--- config.mk ---
export PLATFORM = sky130hd
export DESIGN_NAME = weighted_relaxation_update_flat
export DESIGN_NICKNAME = d
export VERILOG_FILES = /design/src/wru_pkg.sv /design/src/wru_if.sv /design/src/weighted_relaxation_update.sv /design/src/flat_wrapper.sv
export SDC_FILE = /design/constraint.sdc
export NUM_CORES = 2
export LEC_CHECK = 0
export BUFFER_PORTS_ARGS = -buffer_cell sky130_fd_sc_hd__buf_2
export CORE_ASPECT_RATIO = 1.4
export CORE_UTILIZATION = 59
export CTS_CLUSTER_DIAMETER = 60
export DETAILED_ROUTE_END_ITERATION = 16
export PLACE_DENSITY = 0.79
export SKIP_CTS_REPAIR_TIMING = 1
export SLEW_MARGIN = 0
export SYNTH_ARGS = -nofsm -noshare
export SYNTH_HDL_FRONTEND = slang
export SYNTH_SLANG_ARGS = --single-unit
--- constraint.sdc ---
create_clock -name clock -period 8.2 [get_ports clock]
set_input_delay 1.64 -clock clock [delete_from_list [all_inputs] [get_ports clock]]
set_output_delay 1.64 -clock clock [all_outputs]
set_load 0.02 [all_outputs]
--- src/wru_pkg.sv ---
// Types and constants of the weighted relaxation update block.
package wru_pkg;

   localparam int TEMP_W     = 32;
   localparam int WGT_W      = 16;
   localparam int PERIM_W    = 18;
   localparam int RATE_W     = 17;
   localparam int SUM_W      = 64;
   localparam int STEP_W     = 42;
   localparam int CSR_IDX_W  = 4;
   localparam int CSR_DATA_W = RATE_W;
   localparam int DIV_CNT_W  = 6;

   // Shared multiplier: signed 33 by signed 18.
   localparam int MUL_A_W = TEMP_W + 1;
   localparam int MUL_B_W = RATE_W + 1;
   localparam int MUL_P_W = MUL_A_W + MUL_B_W;

   localparam logic [CSR_IDX_W-1:0] REG_AFFECT_RATE = 4'd0;
   localparam logic [CSR_IDX_W-1:0] REG_EPSILON     = 4'd1;

   localparam logic [RATE_W-1:0] AFFECT_RATE_RESET = 17'd65536;
   localparam logic [RATE_W-1:0] EPSILON_RESET     = 17'd655;

   localparam logic [SUM_W-1:0] SUM_MAX = {1'b0, {(SUM_W-1){1'b1}}};
   localparam logic [SUM_W-1:0] SUM_MIN = {1'b1, {(SUM_W-1){1'b0}}};

   localparam logic signed [SUM_W:0] LIM62_POS = 65'sd1 <<< 62;
   localparam logic signed [SUM_W:0] LIM62_NEG = -LIM62_POS;

   localparam logic signed [65:0] LIM40_POS = 66'sd1 <<< 40;
   localparam logic signed [65:0] LIM40_NEG = -LIM40_POS;

   localparam logic signed [STEP_W:0] TEMP_POS = 43'sd2147483647;
   localparam logic signed [STEP_W:0] TEMP_NEG = -43'sd2147483648;

   typedef enum logic [3:0] {
      ST_IDLE,
      ST_MUL,
      ST_ACC,
      ST_DSTART,
      ST_DIV,
      ST_AVG,
      ST_DIFF,
      ST_MLO,
      ST_MHI,
      ST_STEP,
      ST_NEW,
      ST_UPD,
      ST_TOL,
      ST_CONV,
      ST_FIN
   } wru_state_type;

endpackage

--- src/wru_if.sv ---
// Handshake channels of the relaxation block: terms in, results out, register writes.
interface wru_req_if;
   import wru_pkg::*;
   logic                       valid;
   logic                       ready;
   logic signed [TEMP_W-1:0]   term_value;
   logic        [WGT_W-1:0]    term_weight;
   logic        [PERIM_W-1:0]  perimeter;
   logic                       first_term;
   logic                       last_term;
   logic                       last_cell;

   modport source (output valid, term_value, term_weight, perimeter, first_term,
                   last_term, last_cell, input ready);
   modport sink (input valid, term_value, term_weight, perimeter, first_term,
                 last_term, last_cell, output ready);
   modport monitor (input valid, ready, term_value, term_weight, perimeter,
                    first_term, last_term, last_cell);
endinterface

interface wru_rsp_if;
   import wru_pkg::*;
   logic                     valid;
   logic                     ready;
   logic signed [TEMP_W-1:0] new_temp;
   logic signed [TEMP_W-1:0] pass_max;
   logic signed [TEMP_W-1:0] pass_min;
   logic                     pass_done;
   logic                     converged;

   modport source (output valid, new_temp, pass_max, pass_min, pass_done, converged,
                   input ready);
   modport sink (input valid, new_temp, pass_max, pass_min, pass_done, converged,
                 output ready);
   modport monitor (input valid, ready, new_temp, pass_max, pass_min, pass_done,
                    converged);
endinterface

interface wru_csr_if;
   import wru_pkg::*;
   logic                  valid;
   logic                  ready;
   logic [CSR_IDX_W-1:0]  index;
   logic [CSR_DATA_W-1:0] data;

   modport source (output valid, index, data, input ready);
   modport sink (input valid, index, data, output ready);
   modport monitor (input valid, ready, index, data);
endinterface

--- src/weighted_relaxation_update.sv ---
// Weighted relaxation update: accumulates weighted terms per cell and relaxes toward the average.
//
//   channel   dir   handshake        carries
//   req_bus   in    valid / ready    one weighted term per item
//   rsp_bus   out   valid / ready    new temperature, pass min/max, pass flags
//   csr_bus   in    valid / ready    register index and write data, always ready
//
// A term that does not end a cell passes through accept, multiply and accumulate.
// A term that ends a cell then runs the one-bit-per-cycle divider, the relaxation step
// and, when it also ends the pass, the tolerance check. A zero perimeter skips the divider and the step.
// Synchronous reset returns the sequencer to idle and restores the register defaults.
// A finished result waits in the output register; the sequencer stalls only when
// a new result is ready while the previous one has not yet been taken.
module weighted_relaxation_update (
   input logic        clock,
   input logic        reset,
   wru_req_if.sink    req_bus,
   wru_rsp_if.source  rsp_bus,
   wru_csr_if.sink    csr_bus
);
   import wru_pkg::*;

   wru_state_type state_ff, state_in;

   logic [RATE_W-1:0] rate_ff, eps_ff;

   logic signed [TEMP_W-1:0]  val_ff;
   logic        [WGT_W-1:0]   wgt_ff;
   logic                      first_ff, last_ff, lastc_ff;
   logic signed [TEMP_W-1:0]  own_ff;
   logic        [PERIM_W-1:0] perim_ff;

   logic [SUM_W-1:0] sum_ff, sum_in;
   logic signed [MUL_P_W-1:0] prod_ff, prod_in;
   logic [MUL_P_W-3:0] lo_ff, lo_in;

   logic [SUM_W-1:0]     quo_ff, quo_in;
   logic [PERIM_W-1:0]   rem_ff, rem_in;
   logic [DIV_CNT_W-1:0] cnt_ff, cnt_in;
   logic                 neg_ff, neg_in;

   logic [SUM_W-1:0]        avg_ff, avg_in;
   logic [SUM_W-1:0]        diff_ff, diff_in;
   logic signed [STEP_W-1:0] step_ff, step_in;
   logic signed [TEMP_W-1:0] nt_ff, nt_in;

   logic signed [TEMP_W-1:0] max_ff, max_in, min_ff, min_in;
   logic                     started_ff, started_in;
   logic                     done_ff, done_in, conv_ff, conv_in;

   logic                     rsp_valid_ff;
   logic signed [TEMP_W-1:0] out_nt_ff, out_max_ff, out_min_ff;
   logic                     out_done_ff, out_conv_ff;

   // Shared multiplier operands and product.
   logic signed [MUL_A_W-1:0] mul_a;
   logic signed [MUL_B_W-1:0] mul_b;
   logic signed [MUL_P_W-1:0] mul_p;

   logic req_ready, req_take, out_free, out_load;

   logic [SUM_W-1:0]   term_ext;
   logic [SUM_W:0]     acc_wide;
   logic [PERIM_W:0]   div_shift;
   logic [PERIM_W+1:0] div_trial;
   logic               div_fit;
   logic               quo_big;
   logic [SUM_W-1:0]   quo_neg;
   logic signed [SUM_W:0] diff_wide;
   logic signed [65:0]    step_raw;
   logic signed [STEP_W:0] nt_wide;
   logic signed [TEMP_W:0] spread;
   logic signed [MUL_P_W-1:0] spread_q;

   assign mul_p = mul_a * mul_b;

   assign req_take = req_bus.valid && req_ready;
   assign out_free = !rsp_valid_ff || rsp_bus.ready;
   assign out_load = (state_ff == ST_FIN) && out_free;

   // Accumulation with 64-bit saturation.
   assign term_ext = {{(SUM_W-MUL_P_W){prod_ff[MUL_P_W-1]}}, prod_ff};
   assign acc_wide = {sum_ff[SUM_W-1], sum_ff} + {term_ext[SUM_W-1], term_ext};

   // One restoring division step on the magnitude of the sum.
   assign div_shift = {rem_ff, quo_ff[SUM_W-1]};
   assign div_trial = {1'b0, div_shift} - {2'b00, perim_ff};
   assign div_fit   = !div_trial[PERIM_W+1];

   assign quo_big = quo_ff[SUM_W-1] | (quo_ff[SUM_W-2] & (|quo_ff[SUM_W-3:0]));
   assign quo_neg = -quo_ff;

   assign diff_wide = $signed({{(SUM_W-TEMP_W+1){own_ff[TEMP_W-1]}}, own_ff})
                    - $signed({avg_ff[SUM_W-1], avg_ff});

   // floor(diff * rate / 2^16) from the high and low partial products.
   assign step_raw = $signed({prod_ff[48], prod_ff[48:0], 16'b0})
                   + $signed({33'b0, lo_ff[48:16]});

   assign nt_wide = $signed({{(STEP_W-TEMP_W+1){own_ff[TEMP_W-1]}}, own_ff})
                  - $signed({step_ff[STEP_W-1], step_ff});

   assign spread   = $signed({max_ff[TEMP_W-1], max_ff}) - $signed({min_ff[TEMP_W-1], min_ff});
   assign spread_q = $signed({{(MUL_P_W-TEMP_W-17){spread[TEMP_W]}}, spread, 16'b0});

   // Next state.
   always_comb begin
      state_in = state_ff;
      case (state_ff)
         ST_IDLE: begin
            if (req_take) state_in = ST_MUL;
         end
         ST_MUL: state_in = ST_ACC;
         ST_ACC: begin
            if (!last_ff) begin
               state_in = ST_IDLE;
            end else if (perim_ff == '0) begin
               state_in = ST_UPD;
            end else begin
               state_in = ST_DSTART;
            end
         end
         ST_DSTART: state_in = ST_DIV;
         ST_DIV: begin
            if (cnt_ff == '1) state_in = ST_AVG;
         end
         ST_AVG:  state_in = ST_DIFF;
         ST_DIFF: state_in = ST_MLO;
         ST_MLO:  state_in = ST_MHI;
         ST_MHI:  state_in = ST_STEP;
         ST_STEP: state_in = ST_NEW;
         ST_NEW:  state_in = ST_UPD;
         ST_UPD:  state_in = lastc_ff ? ST_TOL : ST_FIN;
         ST_TOL:  state_in = ST_CONV;
         ST_CONV: state_in = ST_FIN;
         ST_FIN: begin
            if (out_free) state_in = ST_IDLE;
         end
         default: state_in = ST_IDLE;
      endcase
   end

   // Outputs of the sequencer: input ready and multiplier operand selection.
   always_comb begin
      req_ready = (state_ff == ST_IDLE);
      mul_a     = '0;
      mul_b     = '0;
      case (state_ff)
         ST_MUL: begin
            mul_a = {val_ff[TEMP_W-1], val_ff};
            mul_b = {2'b00, wgt_ff};
         end
         ST_MLO: begin
            mul_a = {1'b0, diff_ff[TEMP_W-1:0]};
            mul_b = {1'b0, rate_ff};
         end
         ST_MHI: begin
            mul_a = {diff_ff[SUM_W-1], diff_ff[SUM_W-1:TEMP_W]};
            mul_b = {1'b0, rate_ff};
         end
         ST_TOL: begin
            mul_a = {max_ff[TEMP_W-1], max_ff};
            mul_b = {1'b0, eps_ff};
         end
         default: begin
         end
      endcase
   end

   // Datapath next values.
   always_comb begin
      sum_in     = sum_ff;
      prod_in    = prod_ff;
      lo_in      = lo_ff;
      quo_in     = quo_ff;
      rem_in     = rem_ff;
      cnt_in     = cnt_ff;
      neg_in     = neg_ff;
      avg_in     = avg_ff;
      diff_in    = diff_ff;
      step_in    = step_ff;
      nt_in      = nt_ff;
      max_in     = max_ff;
      min_in     = min_ff;
      started_in = started_ff;
      done_in    = done_ff;
      conv_in    = conv_ff;
      case (state_ff)
         ST_MUL: prod_in = mul_p;
         ST_ACC: begin
            if (first_ff) begin
               sum_in = term_ext;
            end else if (acc_wide[SUM_W] != acc_wide[SUM_W-1]) begin
               sum_in = acc_wide[SUM_W] ? SUM_MIN : SUM_MAX;
            end else begin
               sum_in = acc_wide[SUM_W-1:0];
            end
            nt_in = own_ff;
         end
         ST_DSTART: begin
            neg_in = sum_ff[SUM_W-1];
            quo_in = sum_ff[SUM_W-1] ? -sum_ff : sum_ff;
            rem_in = '0;
            cnt_in = '0;
         end
         ST_DIV: begin
            rem_in = div_fit ? div_trial[PERIM_W-1:0] : div_shift[PERIM_W-1:0];
            quo_in = {quo_ff[SUM_W-2:0], div_fit};
            cnt_in = cnt_ff + 1'b1;
         end
         ST_AVG: begin
            if (quo_big) begin
               avg_in = neg_ff ? LIM62_NEG[SUM_W-1:0] : LIM62_POS[SUM_W-1:0];
            end else begin
               avg_in = neg_ff ? quo_neg : quo_ff;
            end
         end
         ST_DIFF: begin
            if (diff_wide > LIM62_POS) begin
               diff_in = LIM62_POS[SUM_W-1:0];
            end else if (diff_wide < LIM62_NEG) begin
               diff_in = LIM62_NEG[SUM_W-1:0];
            end else begin
               diff_in = diff_wide[SUM_W-1:0];
            end
         end
         ST_MLO: lo_in   = mul_p[MUL_P_W-3:0];
         ST_MHI: prod_in = mul_p;
         ST_STEP: begin
            if (step_raw > LIM40_POS) begin
               step_in = LIM40_POS[STEP_W-1:0];
            end else if (step_raw < LIM40_NEG) begin
               step_in = LIM40_NEG[STEP_W-1:0];
            end else begin
               step_in = step_raw[STEP_W-1:0];
            end
         end
         ST_NEW: begin
            if (nt_wide > TEMP_POS) begin
               nt_in = TEMP_POS[TEMP_W-1:0];
            end else if (nt_wide < TEMP_NEG) begin
               nt_in = TEMP_NEG[TEMP_W-1:0];
            end else begin
               nt_in = nt_wide[TEMP_W-1:0];
            end
         end
         ST_UPD: begin
            sum_in = '0;
            if (!started_ff) begin
               max_in = nt_ff;
               min_in = nt_ff;
            end else begin
               if (nt_ff > max_ff) max_in = nt_ff;
               if (nt_ff < min_ff) min_in = nt_ff;
            end
            started_in = !lastc_ff;
            done_in    = lastc_ff;
            conv_in    = 1'b0;
         end
         ST_TOL:  prod_in = mul_p;
         ST_CONV: conv_in = (spread_q <= prod_ff);
         default: begin
         end
      endcase
   end

   // Control state and the registers that have a reset.
   always_ff @(posedge clock) begin
      if (reset) begin
         state_ff     <= ST_IDLE;
         rate_ff      <= AFFECT_RATE_RESET;
         eps_ff       <= EPSILON_RESET;
         sum_ff       <= '0;
         own_ff       <= '0;
         perim_ff     <= '0;
         max_ff       <= '0;
         min_ff       <= '0;
         started_ff   <= 1'b0;
         rsp_valid_ff <= 1'b0;
      end else begin
         state_ff   <= state_in;
         sum_ff     <= sum_in;
         max_ff     <= max_in;
         min_ff     <= min_in;
         started_ff <= started_in;
         if (csr_bus.valid) begin
            if (csr_bus.index == REG_AFFECT_RATE) rate_ff <= csr_bus.data;
            if (csr_bus.index == REG_EPSILON) eps_ff <= csr_bus.data;
         end
         if (req_take && req_bus.first_term) begin
            own_ff   <= req_bus.term_value;
            perim_ff <= req_bus.perimeter;
         end
         if (out_load) begin
            rsp_valid_ff <= 1'b1;
         end else if (rsp_bus.ready) begin
            rsp_valid_ff <= 1'b0;
         end
      end
   end

   // Payload registers.
   always_ff @(posedge clock) begin
      if (req_take) begin
         val_ff   <= req_bus.term_value;
         wgt_ff   <= req_bus.term_weight;
         first_ff <= req_bus.first_term;
         last_ff  <= req_bus.last_term;
         lastc_ff <= req_bus.last_cell;
      end
      prod_ff <= prod_in;
      lo_ff   <= lo_in;
      quo_ff  <= quo_in;
      rem_ff  <= rem_in;
      cnt_ff  <= cnt_in;
      neg_ff  <= neg_in;
      avg_ff  <= avg_in;
      diff_ff <= diff_in;
      step_ff <= step_in;
      nt_ff   <= nt_in;
      done_ff <= done_in;
      conv_ff <= conv_in;
      if (out_load) begin
         out_nt_ff   <= nt_ff;
         out_max_ff  <= max_ff;
         out_min_ff  <= min_ff;
         out_done_ff <= done_ff;
         out_conv_ff <= conv_ff;
      end
   end

   assign req_bus.ready     = req_ready;
   assign csr_bus.ready     = 1'b1;
   assign rsp_bus.valid     = rsp_valid_ff;
   assign rsp_bus.new_temp  = out_nt_ff;
   assign rsp_bus.pass_max  = out_max_ff;
   assign rsp_bus.pass_min  = out_min_ff;
   assign rsp_bus.pass_done = out_done_ff;
   assign rsp_bus.converged = out_conv_ff;

endmodule

--- src/flat_wrapper.sv ---
// flat-port wrapper written by rule: the top's interface ports become plain ports
module weighted_relaxation_update_flat import wru_pkg::*;
  (clock, reset, req_bus_valid, req_bus_term_value, req_bus_term_weight, req_bus_perimeter, req_bus_first_term, req_bus_last_term, req_bus_last_cell, req_bus_ready, rsp_bus_valid, rsp_bus_new_temp, rsp_bus_pass_max, rsp_bus_pass_min, rsp_bus_pass_done, rsp_bus_converged, rsp_bus_ready, csr_bus_valid, csr_bus_index, csr_bus_data, csr_bus_ready);
  wru_req_if req_bus_i ();
  wru_rsp_if rsp_bus_i ();
  wru_csr_if csr_bus_i ();
  input logic clock;
  input logic reset;
  input wire logic [$bits(req_bus_i.valid)-1:0] req_bus_valid;
  input wire logic [$bits(req_bus_i.term_value)-1:0] req_bus_term_value;
  input wire logic [$bits(req_bus_i.term_weight)-1:0] req_bus_term_weight;
  input wire logic [$bits(req_bus_i.perimeter)-1:0] req_bus_perimeter;
  input wire logic [$bits(req_bus_i.first_term)-1:0] req_bus_first_term;
  input wire logic [$bits(req_bus_i.last_term)-1:0] req_bus_last_term;
  input wire logic [$bits(req_bus_i.last_cell)-1:0] req_bus_last_cell;
  output wire logic [$bits(req_bus_i.ready)-1:0] req_bus_ready;
  output wire logic [$bits(rsp_bus_i.valid)-1:0] rsp_bus_valid;
  output wire logic [$bits(rsp_bus_i.new_temp)-1:0] rsp_bus_new_temp;
  output wire logic [$bits(rsp_bus_i.pass_max)-1:0] rsp_bus_pass_max;
  output wire logic [$bits(rsp_bus_i.pass_min)-1:0] rsp_bus_pass_min;
  output wire logic [$bits(rsp_bus_i.pass_done)-1:0] rsp_bus_pass_done;
  output wire logic [$bits(rsp_bus_i.converged)-1:0] rsp_bus_converged;
  input wire logic [$bits(rsp_bus_i.ready)-1:0] rsp_bus_ready;
  input wire logic [$bits(csr_bus_i.valid)-1:0] csr_bus_valid;
  input wire logic [$bits(csr_bus_i.index)-1:0] csr_bus_index;
  input wire logic [$bits(csr_bus_i.data)-1:0] csr_bus_data;
  output wire logic [$bits(csr_bus_i.ready)-1:0] csr_bus_ready;
  assign req_bus_i.valid = req_bus_valid;
  assign req_bus_i.term_value = req_bus_term_value;
  assign req_bus_i.term_weight = req_bus_term_weight;
  assign req_bus_i.perimeter = req_bus_perimeter;
  assign req_bus_i.first_term = req_bus_first_term;
  assign req_bus_i.last_term = req_bus_last_term;
  assign req_bus_i.last_cell = req_bus_last_cell;
  assign req_bus_ready = req_bus_i.ready;
  assign rsp_bus_valid = rsp_bus_i.valid;
  assign rsp_bus_new_temp = rsp_bus_i.new_temp;
  assign rsp_bus_pass_max = rsp_bus_i.pass_max;
  assign rsp_bus_pass_min = rsp_bus_i.pass_min;
  assign rsp_bus_pass_done = rsp_bus_i.pass_done;
  assign rsp_bus_converged = rsp_bus_i.converged;
  assign rsp_bus_i.ready = rsp_bus_ready;
  assign csr_bus_i.valid = csr_bus_valid;
  assign csr_bus_i.index = csr_bus_index;
  assign csr_bus_i.data = csr_bus_data;
  assign csr_bus_ready = csr_bus_i.ready;
  weighted_relaxation_update u_core (.clock(clock), .reset(reset), .req_bus(req_bus_i), .rsp_bus(rsp_bus_i), .csr_bus(csr_bus_i));
endmodule
Word level (Yosys, flattened, before mapping)
Cells that the tools add are included.
- multipliers: 1
- $add $sub $neg: 9
- magnitude comparators: 9
- equality and inequality tests: 22
- shift operators: 0
- bitwise logic cells: 2
- reduce and logical (&&, ||, !) cells: 25
- div/mod/pow operators: 0
- multiplexer cells: 33
- operator list (operator ; count):
    64-bit two-way mux ; 8
    64-bit one-hot mux with 2 select lines ; 2
    32-bit two-way mux ; 6
    33-bit one-hot mux with 4 select lines ; 1
    64-bit negator ; 2
    65-bit by 34-bit adder with 66-bit output ; 1
    66-bit by 42-bit greater-than comparator with 1-bit output, second input constant ; 1
    66-bit by 41-bit less-than comparator with 1-bit output, second input constant ; 1
    64-bit by 51-bit adder with 65-bit output ; 1
    65-bit by 64-bit greater-than comparator with 1-bit output, second input constant ; 1
    65-bit by 63-bit less-than comparator with 1-bit output, second input constant ; 1
    32-bit by 64-bit subtractor with 65-bit output ; 1
    32-bit one-hot mux with 2 select lines ; 1
    62-bit OR reduction ; 1
    4-bit one-hot mux with 15 select lines ; 1
    49-bit by 51-bit <= comparator with 1-bit output ; 1
    33-bit by 18-bit multiplier with 51-bit output ; 1
    17-bit one-hot mux with 3 select lines ; 1
    43-bit by 32-bit greater-than comparator with 1-bit output, second input constant ; 1
    43-bit by 32-bit less-than comparator with 1-bit output, second input constant ; 1
    32-bit by 42-bit subtractor with 43-bit output ; 1
    42-bit two-way mux ; 1
    18-bit one-hot mux with 2 select lines ; 1
    32-bit by 32-bit subtractor with 33-bit output ; 1
    other kinds (30) ; 63
- bits in latches: 0
- bits in read-only memories: 0
- memories kept: 0
- RAM bits: 0
- register bits: 760
- output and inout bits: 101

Depth between registers and ports, before layout
- word-level depth: 5
- depth in mapped cells: 35
- mapped depth without buffers: 31

Worst setup path before layout
OpenSTA, ideal clock, no wires.
- kind: flip-flop to flip-flop
- start point: register u_core.state_ff[3]
- end point: register u_core.prod_ff[50] (data pin)
- path buffers: 4
- period minus slack after synthesis: 8.988 ns
- data required time: 7.935 ns
- stages on the path, launching flop included: 32
- arrival time: 8.724 ns
- path slack: -0.788 ns
- cells stage by stage: dfxtp_1 > clkbuf_1 > nand2b_1 > nor2_1 > clkbuf_1 > buf_1 > a22oi_1 > nand2_1 > clkbuf_1 > nand2_1 > fa_1 > fa_1 > fa_1 > inv_1 > fa_1 > fa_1 > inv_1 > fa_1 > inv_1 > ha_1 > a21o_1 > a21oi_1 > o21ai_0 > a311oi_1 > o31a_1 > o31ai_1 > nand3_1 > o21ai_0 > o31a_1 > a221o_1 > a311oi_1 > xnor2_1
- word-level cells in the longest chain between the ends: 4
- elaborated cells between the ends (all ways): 8
- those cells by class: 1 x mul; 4 x eq/ne; 2 x mux; 1 x reduce/logical
- ends and longest elaborated chain (element ; line ; source):
    start: declaration ; weighted_relaxation_update.sv:23 ; wru_state_type state_ff, state_in;
    start signal: assignment ; weighted_relaxation_update.sv:281 ; state_ff <= state_in;
    4-bit == test or 4-bit by 3-bit == test with 1-bit output (tied branches) ; weighted_relaxation_update.sv:148 ; case (state_ff)
    2-bit OR reduction (no line) ; n/a ;
    17-bit one-hot mux with 3 select lines ; weighted_relaxation_update.sv:148 ;
    33-bit by 18-bit multiplier with 51-bit output * ; weighted_relaxation_update.sv:75 ; assign mul_p = mul_a * mul_b;
    named net u_core.mul_p[50] ; weighted_relaxation_update.sv:58 ; logic signed [MUL_P_W-1:0] mul_p;
    end signal: assignment ; weighted_relaxation_update.sv:311 ; prod_ff <= prod_in;
    end: declaration ; weighted_relaxation_update.sv:34 ; logic signed [MUL_P_W-1:0] prod_ff, prod_in;
The timed path passes the listed nets; every way through them passes the cells marked *.
A chain may end at the register's enable or synchronous reset.

Worst setup path in the final report
- start point: register u_core.state_ff[2]
- end point: register u_core.prod_ff[49] (data pin)
The elaborated chain is that of the path after synthesis.

==> results_dict.tcl <==
set metrics [dict create \
    post_drt_wl_per_cell_um 25.7 \
    max_slew_margin_pct 15.3 \
    irDropWorstVdd_uv 187 \
    slowest_delay_ns 0.56 \
    multi_input_area_um2 41600 \
    synth_cell_types 88 \
    clockBufferDepth 3 \
    startpoint_type "flip-flop" \
    dr.pass1.iters 7 \
    switching_share_pct 34.6 \
    cts_tree "built" \
    vias 57600 \
    synth_nets 8408 \
    tightest_slew_ns 1.27 \
    synth_seq_cells 744 \
    clk-insertion-delay-late_ns 0.75 \
    portBuffers 194 \
    grt.total_usage_pct 41.7 \
    p_leak_nw 33.0 \
    synth-edff-count 526 \
    whs_ns 0.450 \
    hold_violations 0 \
    worstSetupPathType "reg2reg" \
    htree_levels 3 \
    synth_ff_type "edfxtp_1" \
    ant_nets 0 \
    seqCellArea_um2 20200 \
    nets 8782 \
    finalWeightedCongestion 1.10 \
    crit_fanout 12 \
    grt-ovfl-total 0 \
    worst_path_most_repeated_cell "fa_1" \
    power.density_nw_per_um2 149 \
    required_ns 8.62 \
    m1WireLength_um 82300 \
    grt_max_degree 94 \
    fp-row-count 145 \
    yosys_warnings 0 \
    fin_crit_ns 8.11 \
    clk_pin_slew_worst_paths_ns 0.07 \
    finalSetupTns_ns 0 \
    fillers 9044 \
    power_frac_clock_pct 34.1 \
    slew_viol_final 0 \
    setup_viol 0 \
    seq_area_frac_synth_pct 30.5 \
    fin_area_um2 74500 \
    power_w 0.0111 \
    die-area_um2 113000 \
    synth_area_um2 66100 \
    clock-sinks 744 \
    drc_errors 0 \
    die_w_um 285 \
    hpwl_um 193000 \
    dieHeight_um 398 \
    maxCapViolCount 0 \
    antenna_found_initial 32 \
    pwr-share-comb_pct 25.9 \
    cts_root_buf "clkbuf_16" \
    syn_inst 7313 \
    cts_inserted_buffers 79 \
    maxUsedRoutingLayer "met5" \
    synth-async-reset-ratio_pct 0 \
    grt_pass1_vias 56400 \
    clock.fmax_mhz 123 \
    cp-end-kind "flip-flop" \
    coreArea_um2 111000 \
    grt_pass1_wl_um 351000 \
    hold_class "reg2reg" \
    fin_crit_sh_pct 98.9 \
    skew_ns 0.0733 \
    crit_slowest_cell "fa_1" \
    status "completed" \
    drive_above_1_share_pct 11.5 \
    p_switching_w 0.00384 \
    dr_wl_met3_um 23000 \
    met2WireLength_um 109000 \
    place_area_um2 71300 \
    syn2layout_area_growth_pct 12.6 \
    via_per_inst 6.24 \
    p_seq_share_pct 40.0 \
    synth_area_per_cell_um2 9.04 \
    p_int_w 0.00724 \
    drtIter0Drc 5807 \
    initial_core_util_pct 59.4 \
    num_io_pins 196 \
    cp.arrival_ns 8.52 \
    wl_um 238000 \
]
==> power groups by stage <==
stage          logic, W  clock network, W  registers (W)
6_report        0.00287           0.00378        0.00444
5_1_grt         0.00307           0.00393        0.00443
2_1_floorplan   0.00168                 0        0.00437
3_3_place_gp    0.00270                 0        0.00450
3_5_place_dp    0.00274                 0        0.00449
4_1_cts         0.00276           0.00378        0.00442
==> stage by stage <==
step,setup WS [ns],cells,util [%]
floorplan,0.00174,7313,-
global placement,-0.0171,9061,64.0
detailed placement,-0.254,9061,64.0
CTS,-0.346,9208,66.4
global route,-0.0932,9223,66.8
finish,0.0922,9237,66.8
==> layout by cell type, fill, tap and decap left out, types with 90 or more instances in the layout <==
cell and instances:
nand4_1 90, xor2_1 214, a21oi_1 443, a21o_1 164
o21ai_0 306, inv_1 937, fa_1 540, nor2_1 632
edfxtp_1 526, nand2_1 938, dfxtp_1 214, xnor2_1 182
buf_2 193, ha_1 458, buf_4 363
==> kinds of logic (layout without fill, tap and decap cells) <==
group,after synthesis,count (layout),share of synthesized area (%)
xor+xnor,396,396,5.24
mux,92,92,1.40
simple gates,2299,2299,15.8
flops,744,744,30.5
buf+inv,1251,1691,7.19
compound gates,1530,1530,14.8
other cells,1,15,0.00567
fa+ha+maj,1000,1000,25.1
==> metal layers <==
metal / up-vias / global-route usage [%]
li1: 25600 / -
met1: 28000 / 48.0
met2: 3099 / 66.8
met3: 939 / 9.79
met4: 20 / 33.4
met5: - / 0
==> registers in the layout (all words and copies together), names as in the netlist, 17 cells and up <==
| signal | count |
|---|---|
| u_core.avg_ff | 64 |
| u_core.diff_ff | 64 |
| u_core.quo_ff | 64 |
| u_core.sum_ff | 64 |
| u_core.prod_ff | 51 |
| u_core.step_ff | 42 |
| u_core.lo_ff | 33 |
| u_core.max_ff | 32 |
| u_core.min_ff | 32 |
| u_core.nt_ff | 32 |
| u_core.own_ff | 32 |
| u_core.rsp_bus.new_temp | 32 |
| u_core.rsp_bus.pass_max | 32 |
| u_core.rsp_bus.pass_min | 32 |
| u_core.val_ff | 32 |
| u_core.perim_ff | 18 |
| u_core.rem_ff | 18 |
| u_core.eps_ff | 17 |
| u_core.rate_ff | 17 |
==> worst paths after layout <==
check                                        start  slack [ns]                       end  depth (start not counted)
worst max register to register  u_core.state_ff[2]        0.09        u_core.prod_ff[49]                         29
worst max-delay path            u_core.state_ff[2]        0.09        u_core.prod_ff[49]                         29
worst min-delay path                u_core.done_ff        0.45  u_core.rsp_bus.pass_done                          0
worst min register to register      u_core.done_ff        0.45  u_core.rsp_bus.pass_done                          0
==> critical path: cells and delay by family, from the launching register on <==
kind                     cells  cell delay [ns]
adder cells (fa/ha/maj)      7             3.41
AO/OA/AOI/OAI                7             1.80
AND/OR/NAND/NOR              7             1.45
buffers and inverters        7             0.68
flip-flops                   1             0.37
XOR/XNOR                     1             0.11
==> synthesized netlist by cell type (all sizes together), types with 182 or more instances <==
cell / count / share of area (%)
nand2: 950 / 5.4
inv: 937 / 5.3
nor2: 661 / 3.8
fa: 542 / 16
edfxtp: 526 / 24
ha: 458 / 8.7
a21oi: 450 / 3.4
o21ai: 319 / 2.4
clkbuf: 286 / 1.6
dfxtp: 218 / 6.6
xor2: 214 / 2.8
xnor2: 182 / 2.4
==> final cells by class <==
class | instances | share of cell area [%]
multi-input cells | 5318 | 55.9
flip-flops and latches | 744 | 27.1
repair buffers | 607 | 6.13
inverters | 937 | 4.72
clock buffers | 94 | 2.74
well taps | 1470 | 2.47
clock inverters | 53 | 0.896
diodes | 14 | 0.0470
Note: power is estimated with default switching activity, not from simulation.
